### src/rtl/set_pkg.sv
// Shared constants and types for the Sobel edge threshold unit.
`default_nettype none

package set_pkg;

  // Pixel and geometry widths
  localparam int MAX_WIDTH = 1024;
  localparam int PIX_W     = 8;
  localparam int COL_W     = $clog2(MAX_WIDTH);
  localparam int ROW_W     = 16;
  localparam int THR_W     = 11;
  localparam int FW_W      = 11;
  localparam int LIM_W     = 2 * THR_W;
  localparam int SUM_W     = PIX_W + 2;        // t + 2m + b
  localparam int SQ_W      = 2 * SUM_W;
  localparam int WIN       = 3;                // columns in the window

  // Register reset values
  localparam logic [THR_W-1:0] THR_RESET    = THR_W'(128);
  localparam logic [FW_W-1:0]  WIDTH_RESET  = FW_W'(1024);
  localparam logic [ROW_W-1:0] HEIGHT_RESET = ROW_W'(1024);

  // One window column: rows r-2, r-1, r
  typedef struct packed {
    logic [PIX_W-1:0] top;
    logic [PIX_W-1:0] mid;
    logic [PIX_W-1:0] bot;
  } col_t;

  // Position data that travels with a judged pixel
  typedef struct packed {
    logic             last;
    logic [ROW_W-1:0] row;
    logic [COL_W-1:0] col;
  } meta_t;

endpackage

`default_nettype wire

### src/rtl/set_column_cell.sv
// One column of the 3x3 window; passes its column to the older neighbor.
`default_nettype none

module set_column_cell
  import set_pkg::*;
(
  input  wire logic clk,
  input  wire logic rst,
  input  wire logic shift,
  input  wire col_t col_in,
  output col_t      col_out
);

  // Load the neighbor column on every window shift
  always_ff @(posedge clk) begin
    if (rst) begin
      col_out <= '0;
    end else if (shift) begin
      col_out <= col_in;
    end
  end

endmodule

`default_nettype wire

### config.mk
export PLATFORM = sky130hd
export DESIGN_NAME = set_column_cell
export DESIGN_NICKNAME = d
export VERILOG_FILES = /design/src/rtl/set_pkg.sv /design/src/rtl/set_column_cell.sv
export SDC_FILE = /design/constraint.sdc
export NUM_CORES = 1
export LEC_CHECK = 0
export BUFFER_PORTS_ARGS = -buffer_cell sky130_fd_sc_hd__buf_2
export CAP_MARGIN = 20
export CORE_MARGIN = 2
export CORE_UTILIZATION = 25
export DETAILED_ROUTE_END_ITERATION = 10
export SLEW_MARGIN = 10
export SYNTH_ARGS = -nofsm -noshare
export SYNTH_HDL_FRONTEND = slang
export SYNTH_SLANG_ARGS = --single-unit
export TNS_END_PERCENT = 20
### constraint.sdc
create_clock -name clk -period 0.9 [get_ports clk]
set_input_delay 0.225 -clock clk [delete_from_list [all_inputs] [get_ports clk]]
set_output_delay 0.225 -clock clk [all_outputs]
set_load 0.03 [all_outputs]
==> impl_metrics.json <==
{
  "yosys_warnings": 0,
  "antenna_found_initial": 0,
  "synth_cells": 77,
  "whs_path_depth": 3,
  "antenna_left": 0,
  "multi_input_area_um2": 330,
  "rsz0062_at_grt": "true",
  "syn_nets": 104,
  "finalCritPeriodShare": 1.13,
  "antenna_cells": 0,
  "reg2reg_depth": 2,
  "cts_tree": "done",
  "start_kind": "register",
  "regMostFlops": "col_out",
  "place.gp.congestion": 0.634,
  "wl_per_cell_um": 10.3,
  "crit_required_ns": 0.67,
  "design.core.area_mm2": 0.00334,
  "drtPass1Iterations": 3,
  "irDropWorstVdd_mv": 0.802,
  "synth_compound_area_frac": 0,
  "syn_area_per_cell_um2": 11.3,
  "end_kind": "output port",
  "slew_headroom": 0.902,
  "syn-cell-area_um2": 870,
  "cts_root_buf": "clkbuf_4",
  "synthSimpleGateAreaFrac": 0.104,
  "cts-htree-levels": 1,
  "slowest_delay_ns": 0.36,
  "drtIter0Drc": 11,
  "die-height_um": 63.0,
  "grt_usage": 0.0940,
  "synth_top_family_by_area": "multiplexers",
  "reg_top3": "col_out: 24 flops",
  "vias": 711,
  "grt_max_degree": 25,
  "cts.sinks": 24,
  "p_per_area_mw_per_mm2": 1580,
  "rows": 21,
  "status": "complete, but fails checks",
  "port_buffers": 50,
  "die_width_um": 63.0,
  "fmax_mhz": 981,
  "gr-total-overflow": 0,
  "crit_family": "flip-flops",
  "area.growth.synth_to_final_pct": 60.4,
  "grt_pass1_vias": 741,
  "post_cts_buffers": 0,
  "finClkSkew_ns": 0,
  "path_depth": 1,
  "crit_type": "register to output port",
  "cts_buffers": 3,
  "dp.final_hpwl_um": 1350,
  "setup_viol": 24,
  "ios": 51,
  "drive_gt1_frac": 0.628,
  "start_util": 0.261,
  "nFillCells": 332,
  "fin_nets": 157,
  "hold_violations": 0,
  "p_leak_uw": 0.000690,
  "drv_cap": 0,
  "viasPerCell": 4.06,
  "cpMaxStageDelayCell": "dfxtp_2",
  "setup_ws_ns": -0.120,
  "synth_xor_area_frac": 0,
  "insertion_delay_ns": 0.30,
  "yosys-mux-area-fraction": 0.276,
  "violations": "negative setup slack",
  "worstMarginPinSlew_ns": 0.143,
  "drc_errors": 0,
  "clockBufferDepth": 2,
  "fin_util": 0.418,
  "clkSlewWorstSetupHoldPaths_ns": 0.12,
  "p_total_uw": 2200,
  "cp.arrival_ns": 0.79,
  "die_area_mm2": 0.00397,
  "ys_seq_area_frac": 0.553,
  "hold_class": "primary input to register",
  "crit_fanout": 2,
  "cp_num_buf_inv": 1,
  "routed_wl_um": 1800,
  "seq_area_um2": 510,
  "grt_pass1_wl_um": 3060,
  "synth-seq-cells": 24,
  "largest_reg_flops": 24,
  "period_minus_slack_ns": 1.02,
  "synth.distinct_cells": 6,
  "crit_chain": "buf_6",
  "drv_slew": 0,
  "synth_fa_ha_area_frac": 0
}
[per-stage QoR]
step | hold slack (ns) | setup TNS, ns | setup slack [ns] | cells | instance area, µm²
after detailed placement | 0.474 | -0.00615 | -0.00615 | 171 | 1180
after global routing | 0.126 | -3.85 | -0.183 | 175 | 1400
after global placement | 0.460 | 0 | 0.0174 | 171 | 1180
after CTS | 0.129 | -3.09 | -0.142 | 175 | 1400
after floorplan | 0.297 | 0 | 0.0820 | 77 | 870
final | 0.146 | -2.51 | -0.120 | 175 | 1400
[cells by family (layout without fill, tap and decap cells)]
family / after synthesis / in the layout
simple gates: 24 / 24
mux: 24 / 24
flops: 24 / 24
buf+inv: 5 / 57
[cell usage in the layout (no fill, tap or decap)]
| cell type | instances |
|---|---|
| dfxtp_2 | 24 |
| buf_2 | 26 |
| clkbuf_4 | 3 |
| clkbuf_8 | 1 |
| buf_6 | 24 |
| mux2i_1 | 24 |
| buf_12 | 3 |
| nor2_1 | 24 |
[worst paths after layout]
kind | start | endpoint | slack [ns]
max | col_out[0]$_SDFFE_PP0P_ | col_out[0] | -0.12
min reg2reg | col_out[12]$_SDFFE_PP0P_ | col_out[12]$_SDFFE_PP0P_ | 0.51
min | col_in[2] | col_out[2]$_SDFFE_PP0P_ | 0.15
max reg2reg | col_out[6]$_SDFFE_PP0P_ | col_out[6]$_SDFFE_PP0P_ | 0.27
[routing by layer]
layer	wire [µm]	GRT usage	vias to the layer above
met5	0	0	-
met4	0	0.00833	0
met1	771	0.109	317
li1	-	-	357
met2	858	0.166	37
met3	167	0.0396	0
[area by class of cell]
cell class / instances / share of cell area
repair buffers: 53 / 0.330
multi-input cells: 48 / 0.237
flip-flops and latches: 24 / 0.366
well taps: 46 / 0.0413
clock buffers: 4 / 0.0260
[power by group]
part           switching, µW  total, µW  internal, µW
combinational            243        485           242
sequential              43.9       1180          1140
clock                    289        536           247
total                    576       2200          1630
[synthesized netlist by cell type]
cell type	number	area (µm²)
clkbuf_1	2	7.51
buf_6	1	11.3
dfxtp_1	24	480
nor2_1	24	90.1
buf_12	2	40.0
mux2i_1	24	240
[what timing repair did]
action | 4_1_cts | 5_1_grt
gates resized for setup | 72 | 0
hold buffers | 0 | 0
setup endpoints to repair | 24 | 24
Power figures use the tool's default switching activity.
