--- config.mk ---
export PLATFORM = sky130hd
export DESIGN_NAME = set_gradient
export DESIGN_NICKNAME = d
export VERILOG_FILES = /design/src/rtl/set_pkg.sv /design/src/rtl/set_gradient.sv
export SDC_FILE = /design/constraint.sdc
export NUM_CORES = 1
export LEC_CHECK = 0
export ABC_CLOCK_PERIOD_IN_PS = 5300
export BUFFER_PORTS_ARGS = -buffer_cell sky130_fd_sc_hd__buf_2
export CORE_UTILIZATION = 55
export CTS_CLUSTER_SIZE = 12
export DETAILED_ROUTE_END_ITERATION = 10
export PLACE_DENSITY = 0.83
export SETUP_SLACK_MARGIN = 0.3
export SLEW_MARGIN = 20
export SYNTH_ARGS = -nofsm -noshare
export SYNTH_HDL_FRONTEND = slang
export SYNTH_SLANG_ARGS = --single-unit
--- constraint.sdc ---
create_clock -name clk -period 5.3 [get_ports clk]
set_input_delay 0.265 -clock clk [delete_from_list [all_inputs] [get_ports clk]]
set_output_delay 0.265 -clock clk [all_outputs]
set_load 0.05 [all_outputs]
--- src/rtl/set_pkg.sv ---
// Shared constants and types for the Sobel edge threshold unit.
`default_nettype none

package set_pkg;

  // Pixel and geometry widths
  localparam int MAX_WIDTH = 1024;
  localparam int PIX_W     = 8;
  localparam int COL_W     = $clog2(MAX_WIDTH);
  localparam int ROW_W     = 16;
  localparam int THR_W     = 11;
  localparam int FW_W      = 11;
  localparam int LIM_W     = 2 * THR_W;
  localparam int SUM_W     = PIX_W + 2;        // t + 2m + b
  localparam int SQ_W      = 2 * SUM_W;
  localparam int WIN       = 3;                // columns in the window

  // Register reset values
  localparam logic [THR_W-1:0] THR_RESET    = THR_W'(128);
  localparam logic [FW_W-1:0]  WIDTH_RESET  = FW_W'(1024);
  localparam logic [ROW_W-1:0] HEIGHT_RESET = ROW_W'(1024);

  // One window column: rows r-2, r-1, r
  typedef struct packed {
    logic [PIX_W-1:0] top;
    logic [PIX_W-1:0] mid;
    logic [PIX_W-1:0] bot;
  } col_t;

  // Position data that travels with a judged pixel
  typedef struct packed {
    logic             last;
    logic [ROW_W-1:0] row;
    logic [COL_W-1:0] col;
  } meta_t;

endpackage

`default_nettype wire

--- src/rtl/set_gradient.sv ---
// Sobel gradient, squared magnitude and threshold compare, three stages.
`default_nettype none

module set_gradient
  import set_pkg::*;
(
  input  wire logic             clk,
  input  wire logic             rst,
  input  wire logic             in_valid,
  output logic                  in_ready,
  input  wire meta_t            in_meta,
  input  wire col_t             win_old,
  input  wire col_t             win_mid,
  input  wire col_t             win_new,
  input  wire logic [LIM_W-1:0] lim,
  output logic                  edge_valid,
  input  wire logic             edge_stall,
  output logic                  edge_flag,
  output logic      [ROW_W-1:0] centre_row,
  output logic      [COL_W-1:0] centre_column,
  output logic                  last_interior
);

  logic              a_valid, b_valid;
  logic              a_ready, b_ready, o_ready;
  meta_t             a_meta, b_meta;
  logic [SUM_W-1:0]  a_ax, a_ay;
  logic [SQ_W-1:0]   b_sqx, b_sqy;
  logic [SUM_W-1:0]  sum_r, sum_l, sum_b, sum_t;
  logic [SUM_W:0]    sx, sy;
  logic [SUM_W-1:0]  ax, ay;
  logic [SQ_W:0]     mag;

  // Ready chain from the output register back
  assign o_ready  = !edge_valid || !edge_stall;
  assign b_ready  = !b_valid || o_ready;
  assign a_ready  = !a_valid || b_ready;
  assign in_ready = a_ready;

  // Kernel sums and absolute gradients
  always_comb begin
    sum_r = SUM_W'(win_new.top) + {1'b0, win_new.mid, 1'b0} + SUM_W'(win_new.bot);
    sum_l = SUM_W'(win_old.top) + {1'b0, win_old.mid, 1'b0} + SUM_W'(win_old.bot);
    sum_b = SUM_W'(win_old.bot) + {1'b0, win_mid.bot, 1'b0} + SUM_W'(win_new.bot);
    sum_t = SUM_W'(win_old.top) + {1'b0, win_mid.top, 1'b0} + SUM_W'(win_new.top);
    sx    = {1'b0, sum_r} - {1'b0, sum_l};
    sy    = {1'b0, sum_b} - {1'b0, sum_t};
    ax    = sx[SUM_W] ? SUM_W'(-sx) : sx[SUM_W-1:0];
    ay    = sy[SUM_W] ? SUM_W'(-sy) : sy[SUM_W-1:0];
  end

  assign mag = {1'b0, b_sqx} + {1'b0, b_sqy};

  // Control of the three stages
  always_ff @(posedge clk) begin
    if (rst) begin
      a_valid    <= 1'b0;
      b_valid    <= 1'b0;
      edge_valid <= 1'b0;
    end else begin
      if (a_ready) begin
        a_valid <= in_valid;
      end
      if (b_ready) begin
        b_valid <= a_valid;
      end
      if (o_ready) begin
        edge_valid <= b_valid;
      end
    end
  end

  // Payload of the three stages
  always_ff @(posedge clk) begin
    if (a_ready && in_valid) begin
      a_meta <= in_meta;
      a_ax   <= ax;
      a_ay   <= ay;
    end
    if (b_ready && a_valid) begin
      b_meta <= a_meta;
      b_sqx  <= SQ_W'(a_ax) * SQ_W'(a_ax);
      b_sqy  <= SQ_W'(a_ay) * SQ_W'(a_ay);
    end
    if (o_ready && b_valid) begin
      edge_flag     <= ({1'b0, mag} > (SQ_W + 2)'(lim));
      centre_row    <= b_meta.row;
      centre_column <= b_meta.col;
      last_interior <= b_meta.last;
    end
  end

endmodule

`default_nettype wire

==> flow_summary.json, run 1 <==
{
  "crit_type": "register to register",
  "cts_made_buffers": 17,
  "vias": 9782,
  "setup_violations": 0,
  "antenna_found_initial": 0,
  "routed_wl_um": 31200,
  "first_pass_iters": 5,
  "worstPathRequired_ns": 5.48,
  "mostFrequentLayoutCell": "inv_1",
  "cts-root-buf": "clkbuf_16",
  "period_needed_ns": 5.28,
  "syn_area_um2": 13700,
  "die_y_um": 160,
  "syn_avg_cell_area_um2": 10.6,
  "insertion_delay_ns": 0.44,
  "start_util": 0.562,
  "core_um2": 24400,
  "num_rows": 57,
  "grt_pass1_wl_um": 46200,
  "gr-total-overflow": 0,
  "hold_path.class": "input port to register",
  "die_w_um": 160,
  "yosysSeqAreaShare": 0.311,
  "cp_max_fo": 4,
  "synth_warnings": 0,
  "port_buffers": 146,
  "fmax_mhz": 190,
  "status": "completed",
  "maxSlewHeadroom": 0.440,
  "end_kind": "register",
  "cts_tree": "yes",
  "synth_edf_count": 140,
  "finalHoldViolations": 0,
  "ys_types": 57,
  "final_nets": 1954,
  "postSynthNetCount": 1731,
  "synth-seq-cells": 143,
  "synth-main-ff-cell": "edfxtp_1",
  "gp_congestion": 0.930,
  "drt_iter0_markers": 602,
  "hpwl_um": 22800,
  "syn_inst": 1288,
  "grt_pass1_vias": 10000,
  "drv_cap": 0,
  "grt_use_total": 0.232,
  "cts.sinks": 143,
  "clock_path_buffers": 2,
  "rsz0062_at_grt": "true",
  "layout_common_cells": "inv_1 (301), fa_1 (152), buf_2 (146), ha_1 (144), edfxtp_1 (140)",
  "arrival_ns": 5.45,
  "finalMaxSlewViolations": 0,
  "area_delta_synth_final_pct": 19.6,
  "fin_crit_sh": 0.996,
  "io-pin-count": 155,
  "grt_max_degree": 66,
  "clkTransAtPathRegs_ns": 0.07,
  "drtAntennaViolNets": 0,
  "finalClockSkew_ns": 0.0170,
  "dieArea_um2": 25600,
  "h-tree-depth": 4,
  "start_kind": "register",
  "tightest_slew_ns": 0.839,
  "drc_errors": 0,
  "wl_per_cell_um": 16.9,
  "fin_area_um2": 16400,
  "drive_gt1_frac": 0.225,
  "vias_per_cell": 5.29,
  "async_flop_share": 0,
  "post_dp_cell_area_um2": 15000
}
[worst paths after layout]
path	startpoint	end	slack [ns]	depth (start not counted)
max	a_ax[2]	b_sqx[19]	0.02	19
min	in_meta[23]	a_meta[23]	0.01	1
max reg2reg	a_ax[2]	b_sqx[19]	0.02	19
min reg2reg	a_meta[23]	b_meta[23]	0.42	0
[cell usage after synthesis (8+ instances only)]
master,number,area [um2]
xor2_1,27,236
o21a_1,11,82.6
a21o_1,24,180
nor2b_1,14,87.6
o21ai_0,21,105
a21oi_1,45,225
ha_1,162,2030
clkbuf_1,21,78.8
nor2_1,64,240
nand4_1,8,50.1
edfxtp_1,140,4200
and2_1,44,275
xnor2_1,57,499
nor3_1,11,55.1
fa_1,156,3120
nand2_1,66,248
nand3_1,9,45.0
inv_1,317,1190
[layer usage]
layer / part of all wire / track usage / vias up
li1: - / - / 4572
met5: 0 / 0 / -
met4: 0.041 / 0.101 / 0
met3: 0.061 / 0.0403 / 102
met1: 0.37 / 0.254 / 4710
met2: 0.53 / 0.439 / 398
[sequential cells by signal, summed over array words and instances, names as in the netlist]
register	cells
b_meta	27
a_ay	10
centre_row	16
edge_flag	1
edge_valid	1
b_valid	1
centre_column	10
a_ax	10
b_sqx	19
last_interior	1
b_sqy	19
a_valid	1
a_meta	27
[worst max-delay path, stage by stage (launching register included)]
cell and delay [ns]:
edfxtp_1 0.47, buf_6 0.17, buf_6 0.11, nand2_4 0.07, inv_2 0.04, fa_1 0.46
fa_1 0.50, fa_1 0.50, fa_1 0.51, inv_2 0.05, fa_2 0.53, inv_2 0.05
ha_4 0.17, a21oi_4 0.17, o21ai_2 0.11, o21a_1 0.21, o21ai_2 0.16, a21oi_2 0.08
o2111a_1 0.26, or3b_1 0.38
[kinds of logic (layout without fill, tap and decap cells)]
kind of cell | after synthesis | after routing | synth area share
buffers and inverters | 340 | 576 | 0.0933
adder cells (fa/ha/maj) | 318 | 318 | 0.376
XOR/XNOR | 84 | 84 | 0.0537
flip-flops | 143 | 143 | 0.311
AND/OR/NAND/NOR | 242 | 242 | 0.0858
AO/OA/AOI/OAI | 157 | 157 | 0.0773
other | 0 | 1 | 0
multiplexers | 4 | 4 | 0.00319
[what timing repair did]
item	in CTS	in global routing
hold endpoints to repair	7	0
hold buffers	7	0
gates resized for setup	31	55
pin swaps	36	50
setup endpoints to repair	7	14
setup buffers	36	18
[metrics by stage]
| stage | std cells | TNS [ns] | setup WS (ns) | utilization | hold WS (ns) |
|---|---|---|---|---|---|
| global route | 1848 | -0.247 | -0.0983 | 0.672 | 0.00181 |
| CTS | 1830 | 0 | 0.237 | 0.656 | 0.00117 |
| detailed placement | 1755 | 0 | 0.0925 | 0.614 | 0.405 |
| global placement | 1755 | 0 | 0.182 | 0.614 | 0.401 |
| floorplan | 1288 | 0 | 0.291 | - | 0.334 |
| finish | 1849 | 0 | 0.0233 | 0.672 | 0.00987 |
[area by class of cell]
cell class | instances | area (um2)
fill | 1687 | 7990
sequential | 143 | 4260
timing repair buffer | 227 | 1410
tap | 324 | 405
inverter | 317 | 1190
antenna | 1 | 2.50
clock inverter | 14 | 144
clock buffer | 18 | 429
multi-input combinational | 805 | 8560
Power of run 1 is not shown: default switching activity piles up to over one toggle a cycle in this logic, so the estimate is an artifact.
==> inputs of run 2 (changes only) <==
Settings changed: CORE_UTILIZATION 55 to 56, CTS_BUF_LIST from default to sky130_fd_sc_hd__clkbuf_8, PLACE_DENSITY 0.83 to 0.84, RECOVER_POWER from default to 25.
==> run 2 against run 1 <==
Effect of this change: critical endpoint is now b_sqy[13]; worst setup slack gained 0.052 ns; worst hold slack improved by 0.064 ns; sequential share of layout area up 0.054 points; utilization rose by 1.7 points; non-clock buffer count rose by 15; final cell count up 0.54%; clock skew down 0.00083 ns.
==> flow_summary.json, run 2 (synthesis gave the netlist of run 1 again) <==
{
  "die_y_um": 158,
  "hold_end": "a_valid",
  "rr_startpoint": "a_ay[2]",
  "antenna_found_initial": 1,
  "grt_max_degree": 66,
  "start_kind": "register",
  "regToRegSetupSlack_ns": 0.07,
  "whs_path_depth": 3,
  "gp_congestion": 0.971,
  "cp_max_fo": 4,
  "die_w_um": 158,
  "gr-total-overflow": 0,
  "fill_cells": 1598,
  "grt_pass1_vias": 9968,
  "whs_ns": 0.0739,
  "fmax_mhz": 191,
  "cts.sinks": 143,
  "end_kind": "register",
  "clock_path_buffers": 2,
  "rsz0062_at_grt": "true",
  "start_util": 0.577,
  "first_pass_iters": 5,
  "worstPathRequired_ns": 5.54,
  "h-tree-depth": 4,
  "finalMaxSlewViolations": 0,
  "port_buffers": 146,
  "wl_per_cell_um": 16.5,
  "finalClockSkew_ns": 0.0162,
  "drive_gt1_frac": 0.213,
  "dieArea_um2": 25100,
  "mostFrequentLayoutCell": "inv_1",
  "drv_cap": 0,
  "largest_registers": "a_meta: 27 flops, b_meta: 27 flops",
  "arrival_ns": 5.47,
  "place_inst": 1748,
  "clkTransAtPathRegs_ns": 0.10,
  "maxSlewHeadroom": 0.453,
  "vias_per_cell": 5.21,
  "grt_use_total": 0.238,
  "r2r_cells": 19,
  "layout_common_cells": "inv_1 (304), fa_1 (151), ha_1 (143), buf_2 (142), edfxtp_1 (140)",
  "vias": 9686,
  "cts_tree": "yes",
  "area_delta_synth_final_pct": 19.4,
  "critPathLaunch": "a_ay[2]",
  "min-delay-start": "in_valid",
  "cts-root-buf": "clkbuf_8",
  "cts_made_buffers": 17,
  "crit_type": "register to register",
  "hold_path.class": "input port to register",
  "io-pin-count": 155,
  "insertion_delay_ns": 0.46,
  "routed_wl_um": 30600,
  "final_nets": 1969,
  "setup_violations": 0,
  "core_um2": 23800,
  "finalHoldViolations": 0,
  "status": "completed",
  "period_needed_ns": 5.23,
  "drt_iter0_markers": 601,
  "fin_crit_sh": 0.986,
  "r2r_end": "b_sqy[13]",
  "drc_errors": 0,
  "tightest_slew_ns": 0.820,
  "hpwl_um": 22600,
  "grt_pass1_wl_um": 46000,
  "num_rows": 56,
  "layout.cells.non_filler": 1859,
  "drtAntennaViolNets": 0
}
-- run 2: cell count changes in the layout (fill, tap and decap cells not counted), sizes merged --
cell	delta
buf	-10
clkbuf	+3
clkinv	+3
clkinvlp	-3
dlygate4sd3	+21
inv	+1
-- run 2: worst max-delay path, stage by stage, from the launching register on --
cell	delay, ns
edfxtp_1	0.45
buf_4	0.16
nand2_4	0.05
fa_1	0.50
fa_1	0.51
inv_1	0.06
fa_1	0.48
fa_1	0.48
inv_1	0.05
fa_2	0.52
inv_2	0.05
ha_4	0.15
a21o_1	0.16
or3_4	0.37
nor3_4	0.24
buf_4	0.14
nor2_1	0.04
a21o_1	0.17
a21oi_1	0.17
xnor2_1	0.23
-- run 2: area by class of cell --
class	instances	area, um2	share of cell area
Clock inverter	15	169	0.0103
Antenna cell	1	2.50	0.000153
Sequential cell	143	4260	0.261
Timing Repair Buffer	242	1540	0.0944
Multi-Input combinational cell	805	8560	0.523
Tap cell	319	399	0.0244
Clock buffer	17	234	0.0143
Inverter	317	1190	0.0727
-- run 2: how the worst max path moves through the flow --
stage	endpoint	slack [ns]	depth (start not counted)
after floorplan	b_sqy[19]	0.29	18
after global placement	b_sqy[19]	0.17	17
after detailed placement	b_sqx[19]	0.07	17
after CTS	b_sqy[19]	0.21	18
after global routing	b_sqx[19]	-0.06	18
final	b_sqy[13]	0.07	19
-- run 2: repair_timing --
action                                  in CTS  in global routing
cloned                                       0                  0
hold buffers                                28                  0
hold endpoints to repair                    30                  0
pin swaps                                   27                 61
endpoints found under the setup margin       9                 14
buffers inserted                            24                 26
resized for setup                           24                 51
-- run 2: per-layer routing --
metal	track usage	routed length, um	vias to the layer above
met3	0.0444	1540	74
met1	0.267	11800	4653
met4	0.0714	955	0
li1	-	-	4610
met2	0.453	16300	349
met5	0	0	-
-- run 2: per-stage QoR --
stage                     setup slack, ns  instance area, um2  TNS (ns)  utilization
after global placement              0.175               15000         0        0.629
final                              0.0750               16400         0        0.689
after detailed placement           0.0712               15000         0        0.629
after global routing              -0.0560               16400    -0.120        0.689
after CTS                           0.208               15900         0        0.670
after floorplan                     0.291               13800         0            -
Power of run 2 is left out for the same reason.
